## src/rtl/hrlf_pkg.sv

```systemverilog
// Shared constants, types and pattern tables of the HTTP request length framer.
`default_nettype none

package hrlf_pkg;

  localparam int unsigned DATA_W   = 8;
  localparam int unsigned STATUS_W = 3;
  localparam int unsigned CLEN_W   = 32;
  localparam int unsigned HLEN_W   = 24;
  localparam int unsigned MAX_W    = 24;
  localparam int unsigned SCAN_W   = 5;

  localparam logic [MAX_W-1:0] MAX_RESET = 24'd1048576;

  localparam logic [DATA_W-1:0] CH_CR    = 8'h0D;
  localparam logic [DATA_W-1:0] CH_LF    = 8'h0A;
  localparam logic [DATA_W-1:0] CH_SP    = 8'h20;
  localparam logic [DATA_W-1:0] CH_TAB   = 8'h09;
  localparam logic [DATA_W-1:0] CH_PLUS  = 8'h2B;
  localparam logic [DATA_W-1:0] CH_ZERO  = 8'h30;
  localparam logic [DATA_W-1:0] CH_NINE  = 8'h39;
  localparam logic [DATA_W-1:0] CH_UP_A  = 8'h41;
  localparam logic [DATA_W-1:0] CH_UP_Z  = 8'h5A;
  localparam logic [DATA_W-1:0] CASE_BIT = 8'h20;

  // Line scan codes: values below LS_BLANKS are positions inside "content-length:"
  localparam logic [SCAN_W-1:0] LS_START  = 5'd0;
  localparam logic [SCAN_W-1:0] LS_BLANKS = 5'd15;
  localparam logic [SCAN_W-1:0] LS_SIGN   = 5'd16;
  localparam logic [SCAN_W-1:0] LS_DIGITS = 5'd17;
  localparam logic [SCAN_W-1:0] LS_REST   = 5'd18;

  localparam logic [SCAN_W-1:0] TE_LEN = 5'd19;

  typedef enum logic [STATUS_W-1:0] {
    ST_NEED_MORE = 3'd0,
    ST_COMPLETE  = 3'd1,
    ST_TOO_LARGE = 3'd2,
    ST_CONFLICT  = 3'd3,
    ST_ENCODING  = 3'd4,
    ST_IGNORED   = 3'd5
  } hrlf_status_e;

  typedef struct packed {
    logic fire;      // a beat is processed this cycle
    logic clear;     // start of a new request
    logic scan_en;   // the beat is a header byte that gets parsed
    logic after_cr;  // previous header byte was CR
  } hrlf_scan_ctl_t;

  typedef struct packed {
    logic found;
    logic conflict;
  } hrlf_len_flags_t;

  function automatic logic [DATA_W-1:0] lower_byte(input logic [DATA_W-1:0] b);
    logic [DATA_W-1:0] r;
    r = b;
    if (b >= CH_UP_A && b <= CH_UP_Z) begin
      r = b | CASE_BIT;
    end
    return r;
  endfunction

  // "content-length:"
  function automatic logic [DATA_W-1:0] cl_char(input logic [3:0] idx);
    logic [DATA_W-1:0] c;
    unique case (idx)
      4'd0:    c = 8'h63;
      4'd1:    c = 8'h6F;
      4'd2:    c = 8'h6E;
      4'd3:    c = 8'h74;
      4'd4:    c = 8'h65;
      4'd5:    c = 8'h6E;
      4'd6:    c = 8'h74;
      4'd7:    c = 8'h2D;
      4'd8:    c = 8'h6C;
      4'd9:    c = 8'h65;
      4'd10:   c = 8'h6E;
      4'd11:   c = 8'h67;
      4'd12:   c = 8'h74;
      4'd13:   c = 8'h68;
      4'd14:   c = 8'h3A;
      default: c = 8'h00;
    endcase
    return c;
  endfunction

  // CR LF "transfer-encoding"
  function automatic logic [DATA_W-1:0] te_char(input logic [SCAN_W-1:0] idx);
    logic [DATA_W-1:0] c;
    unique case (idx)
      5'd0:    c = 8'h0D;
      5'd1:    c = 8'h0A;
      5'd2:    c = 8'h74;
      5'd3:    c = 8'h72;
      5'd4:    c = 8'h61;
      5'd5:    c = 8'h6E;
      5'd6:    c = 8'h73;
      5'd7:    c = 8'h66;
      5'd8:    c = 8'h65;
      5'd9:    c = 8'h72;
      5'd10:   c = 8'h2D;
      5'd11:   c = 8'h65;
      5'd12:   c = 8'h6E;
      5'd13:   c = 8'h63;
      5'd14:   c = 8'h6F;
      5'd15:   c = 8'h64;
      5'd16:   c = 8'h69;
      5'd17:   c = 8'h6E;
      5'd18:   c = 8'h67;
      default: c = 8'h00;
    endcase
    return c;
  endfunction

endpackage

`default_nettype wire

```

## src/rtl/hrlf_in_if.sv

```systemverilog
// Input byte channel of the framer.
`default_nettype none

interface hrlf_in_if import hrlf_pkg::*; ();
  logic              valid;
  logic              ready;
  logic [DATA_W-1:0] data_byte;
  logic              start_of_request;

  modport source (output valid, output data_byte, output start_of_request, input ready);
  modport sink   (input valid, input data_byte, input start_of_request, output ready);
endinterface

`default_nettype wire

```

## src/rtl/hrlf_out_if.sv

```systemverilog
// Result channel of the framer.
`default_nettype none

interface hrlf_out_if import hrlf_pkg::*; ();
  logic                valid;
  logic                ready;
  logic [STATUS_W-1:0] status;
  logic [CLEN_W-1:0]   length_value;
  logic [HLEN_W-1:0]   header_length;

  modport source (output valid, output status, output length_value, output header_length,
                  input ready);
  modport sink   (input valid, input status, input length_value, input header_length,
                  output ready);
endinterface

`default_nettype wire

```

## src/rtl/hrlf_cfg_if.sv

```systemverilog
// Configuration write channel carrying the request size limit.
`default_nettype none

interface hrlf_cfg_if import hrlf_pkg::*; ();
  logic             valid;
  logic             ready;
  logic [MAX_W-1:0] req_size_max;

  modport source (output valid, output req_size_max, input ready);
  modport sink   (input valid, input req_size_max, output ready);
endinterface

`default_nettype wire

```

## src/rtl/http_request_length_framer.sv

```systemverilog
// Top level of the HTTP/1.x request framer with Content-Length body counting.
//
//   channel | dir | beat payload                                  | handshake
//   --------+-----+-----------------------------------------------+------------
//   in_if   | in  | data_byte, start_of_request                   | valid/ready
//   out_if  | out | status, length_value, header_length           | valid/ready
//   cfg_if  | in  | req_size_max                                  | valid/ready
//
// One byte per cycle while the result side takes results; a taken byte is held in the
// input register, and the result register loads when that byte is processed
// (input register, then result register). The per-byte state update is
// compare, count and multiply-by-ten logic, which sets the rate.
// Reset clears all parse state and loads the size limit with 1048576.
// A stalled result holds in the result register; the input register then fills
// and ready drops until the result is taken.
// cfg_if is always ready; write it only while no byte is in flight.
`default_nettype none

module http_request_length_framer import hrlf_pkg::*; #(
  parameter int unsigned LENGTH_BITS = 32,
  parameter int unsigned COUNT_BITS  = 24
) (
  input wire logic clk_i,
  input wire logic rst_ni,
  hrlf_in_if.sink    in_if,
  hrlf_out_if.source out_if,
  hrlf_cfg_if.sink   cfg_if
);

  // Compare widths wide enough for the byte count plus one and the size limit
  localparam int unsigned CMP_W = ((COUNT_BITS > MAX_W) ? COUNT_BITS : MAX_W) + 1;
  localparam int unsigned LCW   = (LENGTH_BITS > CMP_W) ? LENGTH_BITS : CMP_W;

  typedef enum logic [1:0] {
    PH_HEAD = 2'd0,
    PH_BODY = 2'd1,
    PH_DONE = 2'd2
  } phase_e;

  // Size limit register
  logic [MAX_W-1:0] max_q;

  // Input register
  logic              in_valid_q;
  logic [DATA_W-1:0] in_byte_q;
  logic              in_start_q;

  // Result register
  logic                out_valid_q;
  hrlf_status_e        out_status_q;
  logic [CLEN_W-1:0]   out_clen_q;
  logic [HLEN_W-1:0]   out_hlen_q;

  // Framing state
  phase_e                phase_q, phase_d, phase_cur;
  logic [1:0]            blm_q, blm_d, blm_cur;
  logic [COUNT_BITS-1:0] bc_q, bc_d, bc_cur;
  logic [COUNT_BITS-1:0] heo_q, heo_d, heo_cur;

  logic                   out_free, proc;
  logic [COUNT_BITS:0]    n_wide;
  logic [COUNT_BITS-1:0]  n;
  logic [COUNT_BITS-1:0]  body_len;
  logic [CMP_W-1:0]       room;
  logic                   too_large;
  hrlf_scan_ctl_t         scan_ctl;
  hrlf_len_flags_t        len_flags_d, len_flags_q;
  logic [LENGTH_BITS-1:0] len_value_d, len_value_q;
  logic                   te_seen_d;
  hrlf_status_e           status_d;

  // Handshakes: advance when the result register is empty or being drained
  assign out_free    = !out_valid_q || out_if.ready;
  assign proc        = in_valid_q && out_free;
  assign in_if.ready = !in_valid_q || proc;
  assign cfg_if.ready = 1'b1;

  // Start of request clears framing state before the byte is used
  assign phase_cur = in_start_q ? PH_HEAD : phase_q;
  assign blm_cur   = in_start_q ? 2'd0 : blm_q;
  assign bc_cur    = in_start_q ? '0 : bc_q;
  assign heo_cur   = in_start_q ? '0 : heo_q;

  assign n_wide    = {1'b0, bc_cur} + (COUNT_BITS+1)'(1);
  assign n         = n_wide[COUNT_BITS-1:0];
  assign too_large = CMP_W'(n_wide) > CMP_W'(max_q);
  assign room      = CMP_W'(max_q) - CMP_W'(n);
  assign body_len  = n - heo_cur;

  assign scan_ctl.fire     = proc;
  assign scan_ctl.clear    = in_start_q;
  assign scan_ctl.scan_en  = (phase_cur == PH_HEAD) && !too_large;
  assign scan_ctl.after_cr = blm_cur[0];

  hrlf_line_scan #(
    .LENGTH_BITS (LENGTH_BITS)
  ) u_line_scan (
    .clk_i     (clk_i),
    .rst_ni    (rst_ni),
    .ctl_i     (scan_ctl),
    .data_i    (in_byte_q),
    .flags_d_o (len_flags_d),
    .value_d_o (len_value_d),
    .flags_q_o (len_flags_q),
    .value_q_o (len_value_q)
  );

  hrlf_te_match u_te_match (
    .clk_i    (clk_i),
    .rst_ni   (rst_ni),
    .ctl_i    (scan_ctl),
    .data_i   (in_byte_q),
    .seen_d_o (te_seen_d)
  );

  always_comb begin
    phase_d  = phase_q;
    blm_d    = blm_q;
    bc_d     = bc_q;
    heo_d    = heo_q;
    status_d = ST_NEED_MORE;
    if (proc) begin
      phase_d = phase_cur;
      blm_d   = blm_cur;
      bc_d    = bc_cur;
      heo_d   = heo_cur;
      if (phase_cur == PH_DONE) begin
        // Answer already given: drop the byte
        status_d = ST_IGNORED;
      end else if (too_large) begin
        status_d = ST_TOO_LARGE;
        phase_d  = PH_DONE;
      end else begin
        bc_d = n;
        if (phase_cur == PH_HEAD) begin
          // Track CR LF CR LF
          if (in_byte_q == CH_CR) begin
            blm_d = (blm_cur == 2'd2) ? 2'd3 : 2'd1;
          end else if (in_byte_q == CH_LF && blm_cur == 2'd1) begin
            blm_d = 2'd2;
          end else begin
            blm_d = 2'd0;
          end
          if (in_byte_q == CH_LF && blm_cur == 2'd3) begin
            heo_d   = n;
            phase_d = PH_DONE;
            priority if (len_flags_d.conflict) begin
              status_d = ST_CONFLICT;
            end else if (te_seen_d) begin
              status_d = ST_ENCODING;
            end else if (len_flags_d.found && (LCW'(len_value_d) > LCW'(room))) begin
              status_d = ST_TOO_LARGE;
            end else if (!len_flags_d.found || len_value_d == '0) begin
              status_d = ST_COMPLETE;
            end else begin
              status_d = ST_NEED_MORE;
              phase_d  = PH_BODY;
            end
          end
        end else begin
          // Body: complete once the counted body reaches the length
          if (LCW'(body_len) >= LCW'(len_value_d)) begin
            status_d = ST_COMPLETE;
            phase_d  = PH_DONE;
          end
        end
      end
    end
  end

  always_ff @(posedge clk_i or negedge rst_ni) begin
    if (!rst_ni) begin
      phase_q     <= PH_HEAD;
      blm_q       <= 2'd0;
      bc_q        <= '0;
      heo_q       <= '0;
      max_q       <= MAX_RESET;
      in_valid_q  <= 1'b0;
      out_valid_q <= 1'b0;
    end else begin
      phase_q <= phase_d;
      blm_q   <= blm_d;
      bc_q    <= bc_d;
      heo_q   <= heo_d;
      if (cfg_if.valid) begin
        max_q <= cfg_if.req_size_max;
      end
      if (in_if.ready) begin
        in_valid_q <= in_if.valid;
      end
      if (out_free) begin
        out_valid_q <= proc;
      end
    end
  end

  // Payload registers: load on beat, hold otherwise
  always_ff @(posedge clk_i) begin
    if (in_if.valid && in_if.ready) begin
      in_byte_q  <= in_if.data_byte;
      in_start_q <= in_if.start_of_request;
    end
    if (proc) begin
      out_status_q <= status_d;
      out_clen_q   <= len_flags_d.found ? CLEN_W'(len_value_d) : '0;
      out_hlen_q   <= HLEN_W'(heo_d);
    end
  end

  assign out_if.valid         = out_valid_q;
  assign out_if.status        = out_status_q;
  assign out_if.length_value  = out_clen_q;
  assign out_if.header_length = out_hlen_q;

  // A byte waiting in the input register holds until it is processed
  a_in_hold: assert property (@(posedge clk_i) disable iff (!rst_ni)
    in_valid_q && !proc |=> in_valid_q && $stable(in_byte_q) && $stable(in_start_q))
    else $error("input register lost or changed a waiting byte");

  // Body counting only runs with a nonzero accepted length
  a_body_len: assert property (@(posedge clk_i) disable iff (!rst_ni)
    phase_q == PH_BODY |-> len_flags_q.found && (len_value_q != '0))
    else $error("body phase without a nonzero content length");

  // After a final answer, bytes of the same request are reported as ignored
  a_ignore: assert property (@(posedge clk_i) disable iff (!rst_ni)
    proc && !in_start_q && phase_q == PH_DONE |=> out_valid_q && out_status_q == ST_IGNORED)
    else $error("byte after a final answer was not ignored");

endmodule

`default_nettype wire

```

## src/rtl/hrlf_line_scan.sv

```systemverilog
// Header line scanner: Content-Length match, value accumulation and conflict tracking.
`default_nettype none

module hrlf_line_scan import hrlf_pkg::*; #(
  parameter int unsigned LENGTH_BITS = 32
) (
  input  wire logic                   clk_i,
  input  wire logic                   rst_ni,
  input  wire hrlf_scan_ctl_t         ctl_i,
  input  wire logic [DATA_W-1:0]      data_i,
  output      hrlf_len_flags_t        flags_d_o,
  output      logic [LENGTH_BITS-1:0] value_d_o,
  output      hrlf_len_flags_t        flags_q_o,
  output      logic [LENGTH_BITS-1:0] value_q_o
);

  localparam int unsigned PROD_W = LENGTH_BITS + 4;

  logic [SCAN_W-1:0]      scan_q, scan_d, scan_cur, scan_nx;
  logic [LENGTH_BITS-1:0] acc_q, acc_d, acc_cur, acc_nx;
  logic                   hd_q, hd_d, hd_cur, hd_nx;
  logic                   found_q, found_d, found_cur, found_nx;
  logic [LENGTH_BITS-1:0] first_q, first_d, first_cur, first_nx;
  logic                   conf_q, conf_d, conf_cur, conf_nx;
  logic                   is_digit;
  logic [PROD_W-1:0]      prod;

  // Start of request clears the parse state before the byte is used
  assign scan_cur  = ctl_i.clear ? LS_START : scan_q;
  assign acc_cur   = ctl_i.clear ? '0 : acc_q;
  assign hd_cur    = ctl_i.clear ? 1'b0 : hd_q;
  assign found_cur = ctl_i.clear ? 1'b0 : found_q;
  assign first_cur = ctl_i.clear ? '0 : first_q;
  assign conf_cur  = ctl_i.clear ? 1'b0 : conf_q;

  assign is_digit = (data_i >= CH_ZERO) && (data_i <= CH_NINE);

  // acc * 10 + digit, with headroom to detect saturation
  assign prod = (PROD_W'(acc_cur) << 3) + (PROD_W'(acc_cur) << 1) + PROD_W'(data_i[3:0]);

  always_comb begin
    scan_nx  = scan_cur;
    acc_nx   = acc_cur;
    hd_nx    = hd_cur;
    found_nx = found_cur;
    first_nx = first_cur;
    conf_nx  = conf_cur;
    if (scan_cur < LS_BLANKS) begin
      if (lower_byte(data_i) == cl_char(scan_cur[3:0])) begin
        scan_nx = scan_cur + 5'd1;
        if (scan_nx == LS_BLANKS) begin
          acc_nx = '0;
          hd_nx  = 1'b0;
        end
      end else begin
        scan_nx = LS_REST;
      end
    end else if (scan_cur == LS_BLANKS || scan_cur == LS_SIGN || scan_cur == LS_DIGITS) begin
      if (is_digit) begin
        acc_nx  = (prod[PROD_W-1:LENGTH_BITS] != '0) ? '1 : prod[LENGTH_BITS-1:0];
        hd_nx   = 1'b1;
        scan_nx = LS_DIGITS;
      end else if (scan_cur == LS_BLANKS && (data_i == CH_SP || data_i == CH_TAB)) begin
        scan_nx = LS_BLANKS;
      end else if (scan_cur == LS_BLANKS && data_i == CH_PLUS) begin
        scan_nx = LS_SIGN;
      end else begin
        // Value ends: commit it against the first one seen
        if (scan_cur == LS_DIGITS && hd_cur) begin
          if (!found_cur) begin
            first_nx = acc_cur;
            found_nx = 1'b1;
          end else if (first_cur != acc_cur) begin
            conf_nx = 1'b1;
          end
        end
        scan_nx = LS_REST;
      end
    end else begin
      scan_nx = LS_REST;
    end
    if (data_i == CH_LF && ctl_i.after_cr) begin
      scan_nx = LS_START;
    end
  end

  always_comb begin
    scan_d  = scan_q;
    acc_d   = acc_q;
    hd_d    = hd_q;
    found_d = found_q;
    first_d = first_q;
    conf_d  = conf_q;
    if (ctl_i.fire) begin
      if (ctl_i.scan_en) begin
        scan_d  = scan_nx;
        acc_d   = acc_nx;
        hd_d    = hd_nx;
        found_d = found_nx;
        first_d = first_nx;
        conf_d  = conf_nx;
      end else begin
        scan_d  = scan_cur;
        acc_d   = acc_cur;
        hd_d    = hd_cur;
        found_d = found_cur;
        first_d = first_cur;
        conf_d  = conf_cur;
      end
    end
  end

  always_ff @(posedge clk_i or negedge rst_ni) begin
    if (!rst_ni) begin
      scan_q  <= LS_START;
      acc_q   <= '0;
      hd_q    <= 1'b0;
      found_q <= 1'b0;
      first_q <= '0;
      conf_q  <= 1'b0;
    end else begin
      scan_q  <= scan_d;
      acc_q   <= acc_d;
      hd_q    <= hd_d;
      found_q <= found_d;
      first_q <= first_d;
      conf_q  <= conf_d;
    end
  end

  assign flags_d_o = '{found: found_d, conflict: conf_d};
  assign value_d_o = first_d;
  assign flags_q_o = '{found: found_q, conflict: conf_q};
  assign value_q_o = first_q;

endmodule

`default_nettype wire

```

## src/rtl/hrlf_te_match.sv

```systemverilog
// Matcher for a CR LF prefixed Transfer-Encoding header name.
`default_nettype none

module hrlf_te_match import hrlf_pkg::*; (
  input  wire logic              clk_i,
  input  wire logic              rst_ni,
  input  wire hrlf_scan_ctl_t    ctl_i,
  input  wire logic [DATA_W-1:0] data_i,
  output      logic              seen_d_o
);

  logic [SCAN_W-1:0] idx_q, idx_d, idx_cur, idx_nx;

  assign idx_cur = ctl_i.clear ? '0 : idx_q;

  always_comb begin
    idx_nx = idx_cur;
    if (idx_cur < TE_LEN) begin
      if (lower_byte(data_i) == te_char(idx_cur)) begin
        idx_nx = idx_cur + 5'd1;
      end else begin
        // Restart, keeping a CR as the first matched byte
        idx_nx = (data_i == CH_CR) ? 5'd1 : 5'd0;
      end
    end
  end

  always_comb begin
    idx_d = idx_q;
    if (ctl_i.fire) begin
      idx_d = ctl_i.scan_en ? idx_nx : idx_cur;
    end
  end

  always_ff @(posedge clk_i or negedge rst_ni) begin
    if (!rst_ni) begin
      idx_q <= '0;
    end else begin
      idx_q <= idx_d;
    end
  end

  assign seen_d_o = (idx_d >= TE_LEN);

endmodule

`default_nettype wire

```

## src/flat_wrapper.sv

```systemverilog
// flat-port wrapper written by rule: the top's interface ports become plain ports
module http_request_length_framer_flat import hrlf_pkg::*;
#(
  parameter int unsigned LENGTH_BITS = 32,
  parameter int unsigned COUNT_BITS  = 24
)
  (clk_i, rst_ni, in_if_valid, in_if_data_byte, in_if_start_of_request, in_if_ready, out_if_valid, out_if_status, out_if_length_value, out_if_header_length, out_if_ready, cfg_if_valid, cfg_if_req_size_max, cfg_if_ready);
  hrlf_in_if in_if_i ();
  hrlf_out_if out_if_i ();
  hrlf_cfg_if cfg_if_i ();
  input wire logic clk_i;
  input wire logic rst_ni;
  input wire logic [$bits(in_if_i.valid)-1:0] in_if_valid;
  input wire logic [$bits(in_if_i.data_byte)-1:0] in_if_data_byte;
  input wire logic [$bits(in_if_i.start_of_request)-1:0] in_if_start_of_request;
  output wire logic [$bits(in_if_i.ready)-1:0] in_if_ready;
  output wire logic [$bits(out_if_i.valid)-1:0] out_if_valid;
  output wire logic [$bits(out_if_i.status)-1:0] out_if_status;
  output wire logic [$bits(out_if_i.length_value)-1:0] out_if_length_value;
  output wire logic [$bits(out_if_i.header_length)-1:0] out_if_header_length;
  input wire logic [$bits(out_if_i.ready)-1:0] out_if_ready;
  input wire logic [$bits(cfg_if_i.valid)-1:0] cfg_if_valid;
  input wire logic [$bits(cfg_if_i.req_size_max)-1:0] cfg_if_req_size_max;
  output wire logic [$bits(cfg_if_i.ready)-1:0] cfg_if_ready;
  assign in_if_i.valid = in_if_valid;
  assign in_if_i.data_byte = in_if_data_byte;
  assign in_if_i.start_of_request = in_if_start_of_request;
  assign in_if_ready = in_if_i.ready;
  assign out_if_valid = out_if_i.valid;
  assign out_if_status = out_if_i.status;
  assign out_if_length_value = out_if_i.length_value;
  assign out_if_header_length = out_if_i.header_length;
  assign out_if_i.ready = out_if_ready;
  assign cfg_if_i.valid = cfg_if_valid;
  assign cfg_if_i.req_size_max = cfg_if_req_size_max;
  assign cfg_if_ready = cfg_if_i.ready;
  http_request_length_framer #(.LENGTH_BITS(LENGTH_BITS), .COUNT_BITS(COUNT_BITS)) u_core (.clk_i(clk_i), .rst_ni(rst_ni), .in_if(in_if_i), .out_if(out_if_i), .cfg_if(cfg_if_i));
endmodule
```

## config.mk

```make
export PLATFORM = sky130hd
export DESIGN_NAME = http_request_length_framer_flat
export DESIGN_NICKNAME = d
export VERILOG_FILES = /design/src/rtl/hrlf_pkg.sv /design/src/rtl/hrlf_in_if.sv /design/src/rtl/hrlf_out_if.sv /design/src/rtl/hrlf_cfg_if.sv /design/src/rtl/http_request_length_framer.sv /design/src/rtl/hrlf_line_scan.sv /design/src/rtl/hrlf_te_match.sv /design/src/flat_wrapper.sv
export SDC_FILE = /design/constraint.sdc
export NUM_CORES = 1
export LEC_CHECK = 0
export BUFFER_PORTS_ARGS = -buffer_cell sky130_fd_sc_hd__buf_2
export CAP_MARGIN = 20
export CORE_ASPECT_RATIO = 2
export CORE_MARGIN = 1
export CORE_UTILIZATION = 55
export DETAILED_ROUTE_END_ITERATION = 7
export PLACE_DENSITY = 0.82
export SKIP_CTS_REPAIR_TIMING = 1
export SYNTH_ARGS = -nofsm -noshare
export SYNTH_HDL_FRONTEND = slang
export SYNTH_HIERARCHICAL = 1
export SYNTH_SLANG_ARGS = --single-unit
```

## constraint.sdc

```tcl
create_clock -name clk_i -period 9.7 [get_ports clk_i]
set_input_delay 0 -clock clk_i [delete_from_list [all_inputs] [get_ports clk_i]]
set_output_delay 0 -clock clk_i [all_outputs]
set_load 0.005 [all_outputs]
```

==> qor.csv, run 1 <==
metric,value,unit
netlist_instances,2055,
worstMarginPinSlew,1.07,ns
max_stage_delay,0.56,ns
dr.first_iter.drc_count,1448,
worstSkewPairLatency,0.55,ns
finalWorstSetupSlack,0.826,ns
drv_cap,0,
vias,16989,
place_congestion,0.998,
clk_pin_slew,0.07,ns
dp.cells,2511,
final_cells,2591,
cts_max_path_buffers,3,
antenna_found_initial,1,
mostFrequentLayoutCell,ha_1,
grt_max_degree,85,
groute.usage.overall,34.9,%
post_drt_wl_per_cell,23.4,µm
crit_required,10.10,ns
syn-mean-instance-area,8.96,µm²
grt-ovfl-total,0,
setup_viol,0,
synth_nets,2286,
antenna_left,0,
start_util,55.9,%
fmax,113,MHz
final_cell_mix,"ha_1, nand2_1, dfrtp_1",
status,"complete, no violations",
post-route-min-period,8.87,ns
die_area,34300,µm²
crit_path_end_kind,register,
irDropWorstVdd,0.000233,V
r2r-end,u_core/phase_q[1],
vias_per_cell,6.56,
rsz0062_at_grt,no,
cts.sinks,223,
drt-total-wl,60.7,mm
hold_viol,0,
rows,94,
cts_buffers,23,
hold_path.class,in2async,
grt_pass1_vias,17040,
crit_fanout,21,
ys.warnings.count,6,
remaining_drc_errors,0,
dpl_worst_slack,0.700,ns
cts_tree,done,
critPathLaunchType,register,
utilization,61.8,%
chipWidth,131,µm
fin_crit_sh,91.5,%
area_growth,10.4,%
die_h,261,µm
core-area,32900,µm²
slew_viol_final,0,
total_power,0.00302,W
n_fill_cell,2753,
r2r_setup_slack,0.83,ns
drive_gt1_share,10.9,%
crit_type,reg2reg,
post-dp-hpwl,46.2,mm
slew_headroom,27.5,%
final_nets,2372,
cts_root_buf,clkbuf_16,
rr_worst_depth,35,
p_leak,9.18,nW
synth_area,18400,µm²
htree_levels,1,
timing.rr.start,u_core/in_start_q,
ioPinCount,100,
fin_worst_skew,0.0114,ns
cp.arrival,9.27,ns
grt_pass1_wl,92.2,mm
drt_first_pass_iters,6,
cpMaxStageDelayCell,or4_4,
power_density,148,nW/µm²
setup_tns,0,ns
port_buffers,98,
==> routing by layer <==
layer  wire [µm]  GRT usage, %
met4        6300          34.1
met3        3540          5.17
met5           0             0
met2       31000          63.6
met1       19800          32.9
==> layout make-up <==
type	instances	area [µm²]	share of cell area, %
clock inverters	18	205	1.01
inverters	141	531	2.61
well taps	432	541	2.66
flip-flops and latches	223	5920	29.1
repair buffers	159	1050	5.15
clock buffers	24	579	2.85
multi-input cells	1593	11500	56.6
diodes	1	2.50	0.0123
==> critical path, delay by kind of cell, from the launching register on <==
kind | cells | cell delay (ns)
and+or+nand+nor | 17 | 4.55
DFF | 1 | 0.42
xor gates and xnor gates | 1 | 0.16
adders and majority gates | 3 | 0.81
AOI/OAI and AO/OA | 11 | 2.31
buffers and inverters | 3 | 0.48
==> report_power, final <==
group          switching (W)  internal (W)  leakage (nW)
Clock               0.000417      0.000525         0.371
Sequential         0.0000550       0.00103          2.75
Combinational       0.000614      0.000373          6.06
==> flip-flops by register name, indices dropped and copies added (netlist names) <==
register and count:
u_core/u_line_scan/hd_q 1, u_core/u_line_scan/acc_q 32, u_core/u_line_scan/value_q_o 32, u_core/out_if.valid 1, u_core/out_if.header_length 24, u_core/out_if.status 3, u_core/u_te_match/idx_q 5, u_core/u_line_scan/scan_q 5
u_core/in_byte_q 8, u_core/out_if.length_value 32, u_core/blm_q 2, u_core/u_line_scan/found_q 1, u_core/in_valid_q 1, u_core/in_start_q 1, u_core/u_line_scan/conf_q 1, u_core/bc_q 24
u_core/phase_q 2, u_core/heo_q 24, u_core/max_q 24
==> worst max path at each step <==
stage                     cells after the start  slack, ns         startpoint                 to
final                                        35       0.83  u_core/in_start_q  u_core/phase_q[1]
after global routing                         35       0.12  u_core/in_start_q  u_core/phase_q[1]
after CTS                                    35       0.66  u_core/in_start_q  u_core/phase_q[1]
after detailed placement                     35       0.70  u_core/in_start_q  u_core/phase_q[1]
after global placement                       35       0.92  u_core/in_start_q  u_core/phase_q[1]
after floorplan                              43       0.92  u_core/in_start_q  u_core/phase_q[1]
==> metrics by stage <==
step                instance area (µm²)  hold WS [ns]
floorplan                         18400        -0.296
global placement                  19200         0.104
detailed placement                19200         0.123
CTS                               20000        -0.451
global route                      20300         0.132
finish                            20300        0.0704
Note: power is estimated with default switching activity, not from simulation.
==> run 2: changes to the inputs <==
--- a/config.mk
+++ b/config.mk
@@ -15,5 +15,4 @@
 export SKIP_CTS_REPAIR_TIMING = 1
 export SYNTH_ARGS = -nofsm -noshare
 export SYNTH_HDL_FRONTEND = slang
-export SYNTH_HIERARCHICAL = 1
 export SYNTH_SLANG_ARGS = --single-unit
==> run 2 against run 1 <==
Effect of this change: cell count down 1.9%; global-route usage down 0.99 points; highest routed layer unchanged; fmax up 13%; worst hold slack worse by 0.016 ns; critical endpoint is now u_core.phase_q[1]; clock-buffer cell count up 1; largest cell class unchanged; clock skew up 0.0091 ns; cell area down 4.5%; first-iteration DRC count down 21%.
==> qor.csv, run 2 <==
metric,value,unit
crit_required,10.11,ns
drt-total-wl,55.2,mm
grt-ovfl-total,0,
area.sequential,5920,µm²
fin_worst_skew,0.0205,ns
utilization,61.8,%
synth_most_common_cell,nand2_1,
synth_area,17500,µm²
post-dp-hpwl,42.3,mm
rsz0062_at_grt,no,
setup_tns,0,ns
dr.first_iter.drc_count,1151,
synth_top_family_by_area,compound AO/OA/AOI/OAI gates,
timing.rr.start,u_core.in_start_q,
diodes,0,
rr_worst_depth,31,
place_congestion,0.995,
chipWidth,128,µm
r2r_setup_slack,1.84,ns
start_util,55.8,%
max_stage_delay,0.65,ns
synth_edf_count,68,
synth_fa_ha_area_share,14.7,%
die_h,255,µm
dpl_worst_slack,2.04,ns
top_usage_layer,met2,
async_flop_share,69.5,%
core-area,31400,µm²
slew_headroom,33.6,%
cpMaxStageDelayCell,nor4_1,
cts_max_path_buffers,3,
cp_common_cell,a21o_1,
die_area,32600,µm²
grt_pass1_wl,84.8,mm
remaining_drc_errors,0,
drv_cap,0,
htree_levels,1,
synthSimpleGateAreaFrac,19.6,%
synth_top_area_share,22.0,%
power_density,148,nW/µm²
cts_root_buf,clkbuf_16,
rows,92,
grt_use_met2,60.9,%
groute.usage.overall,33.9,%
synth.mux.area_fraction,1.01,%
n_fill_cell,2632,
netlist_instances,2007,
startpoint,u_core.in_start_q,
synth-compound-area-share,20.5,%
slew_viol_final,0,
ys_types,92,
ys.warnings.count,0,
vias_per_cell,6.33,
irDropWorstVdd,0.000189,V
grt_pass1_vias,16151,
fin_crit_sh,81.1,%
setup_viol,0,
fmax,127,MHz
final_nets,2345,
yosysTopAreaCell,dfrtp_1,
mostFrequentLayoutCell,nand2_1,
multi_input_area,10800,µm²
cts_buffers,21,
ioPinCount,100,
yosys-top-cells-area,"dfrtp_1, ha_1, edfxtp_1",
area_growth,10.8,%
met3_usage,4.13,%
cts_tree,done,
cp.arrival,8.27,ns
status,"complete, no violations",
post-route-min-period,7.86,ns
antenna_left,0,
drive_gt1_share,9.07,%
worstSkewPairLatency,0.53,ns
critPathLaunchType,register,
syn-mean-instance-area,8.74,µm²
synth_xor_area_share,5.59,%
ys_ff_latch,223,
finalWorstSetupSlack,1.84,ns
hp-start,cfg_if_valid,
cts.sinks,223,
port_buffers,98,
hold_path.class,in2reg,
netlist_top_cells_count,"nand2_1, ha_1, dfrtp_1",
hold_depth,3,
yosysSeqAreaShare,33.8,%
crit_path_end_kind,register,
final_cell_mix,"nand2_1, ha_1, dfrtp_1",
whs_endpoint,u_core.max_q[20],
grt_max_degree,84,
synth_nets,2248,
r2r-end,u_core.phase_q[1],
clk_pin_slew,0.07,ns
post_drt_wl_per_cell,21.7,µm
p_leak,9.14,nW
antenna_found_initial,1,
crit_fanout,17,
drt_first_pass_iters,8,
vias,16089,
synthFlopType,dfrtp_1,
crit_type,reg2reg,
hold_viol,0,
use_met1,33.1,%
worstMarginPinSlew,0.986,ns
-- run 2: through the flow --
step / area (µm²) / instances / hold slack (ns) / power [W]
after floorplan: 17500 / 2007 / -0.296 / 0.00171
after global placement: 18300 / 2464 / 0.0955 / 0.00196
after detailed placement: 18400 / 2465 / 0.101 / 0.00198
after CTS: 19000 / 2502 / -0.457 / 0.00285
after global routing: 19400 / 2541 / 0.129 / 0.00300
final: 19400 / 2541 / 0.0543 / 0.00287
-- run 2: worst max-delay path by stage --
stage,endpoint,slack (ns),depth (start not counted)
finish,u_core.phase_q[1],1.84,31
global route,u_core.phase_q[1],1.41,31
detailed placement,u_core.phase_q[1],2.04,31
floorplan,u_core.phase_q[0],1.89,38
CTS,u_core.phase_q[0],1.99,31
global placement,u_core.phase_q[0],2.26,31
-- run 2: logic make-up after synthesis --
kind of cell,after synthesis
and+or+nand+nor,691
AOI/OAI and AO/OA,548
DFF,223
buffers and inverters,212
adders and majority gates,203
xor gates and xnor gates,112
muxes,17
other,1
-- run 2: final cells by class --
type / count / area share [%]
Clock inverter: 12 / 0.760
Clock buffer: 25 / 2.78
Inverter: 129 / 2.49
Timing Repair Buffer: 157 / 5.35
Sequential cell: 223 / 30.5
Tap cell: 423 / 2.72
Multi-Input combinational cell: 1572 / 55.4
-- run 2: metal layers --
layer | up-vias | share of wire (%)
met5 | - | 0
met4 | 0 | 11
met3 | 283 | 4.8
met2 | 701 | 51
met1 | 7648 | 34
li1 | 7457 | -
-- run 2: critical path: cells and delay by family (launching register included) --
kind            cells  cell delay, ns
xor+xnor            1            0.17
buf+inv             5            0.77
flops               1            0.38
compound gates     15            3.41
simple gates        7            2.14
fa+ha+maj           3            0.86
-- run 2: power breakdown --
group,switching [W],internal [W]
Clock,0.000384,0.000482
Sequential,0.0000525,0.00102
Combinational,0.000554,0.000375
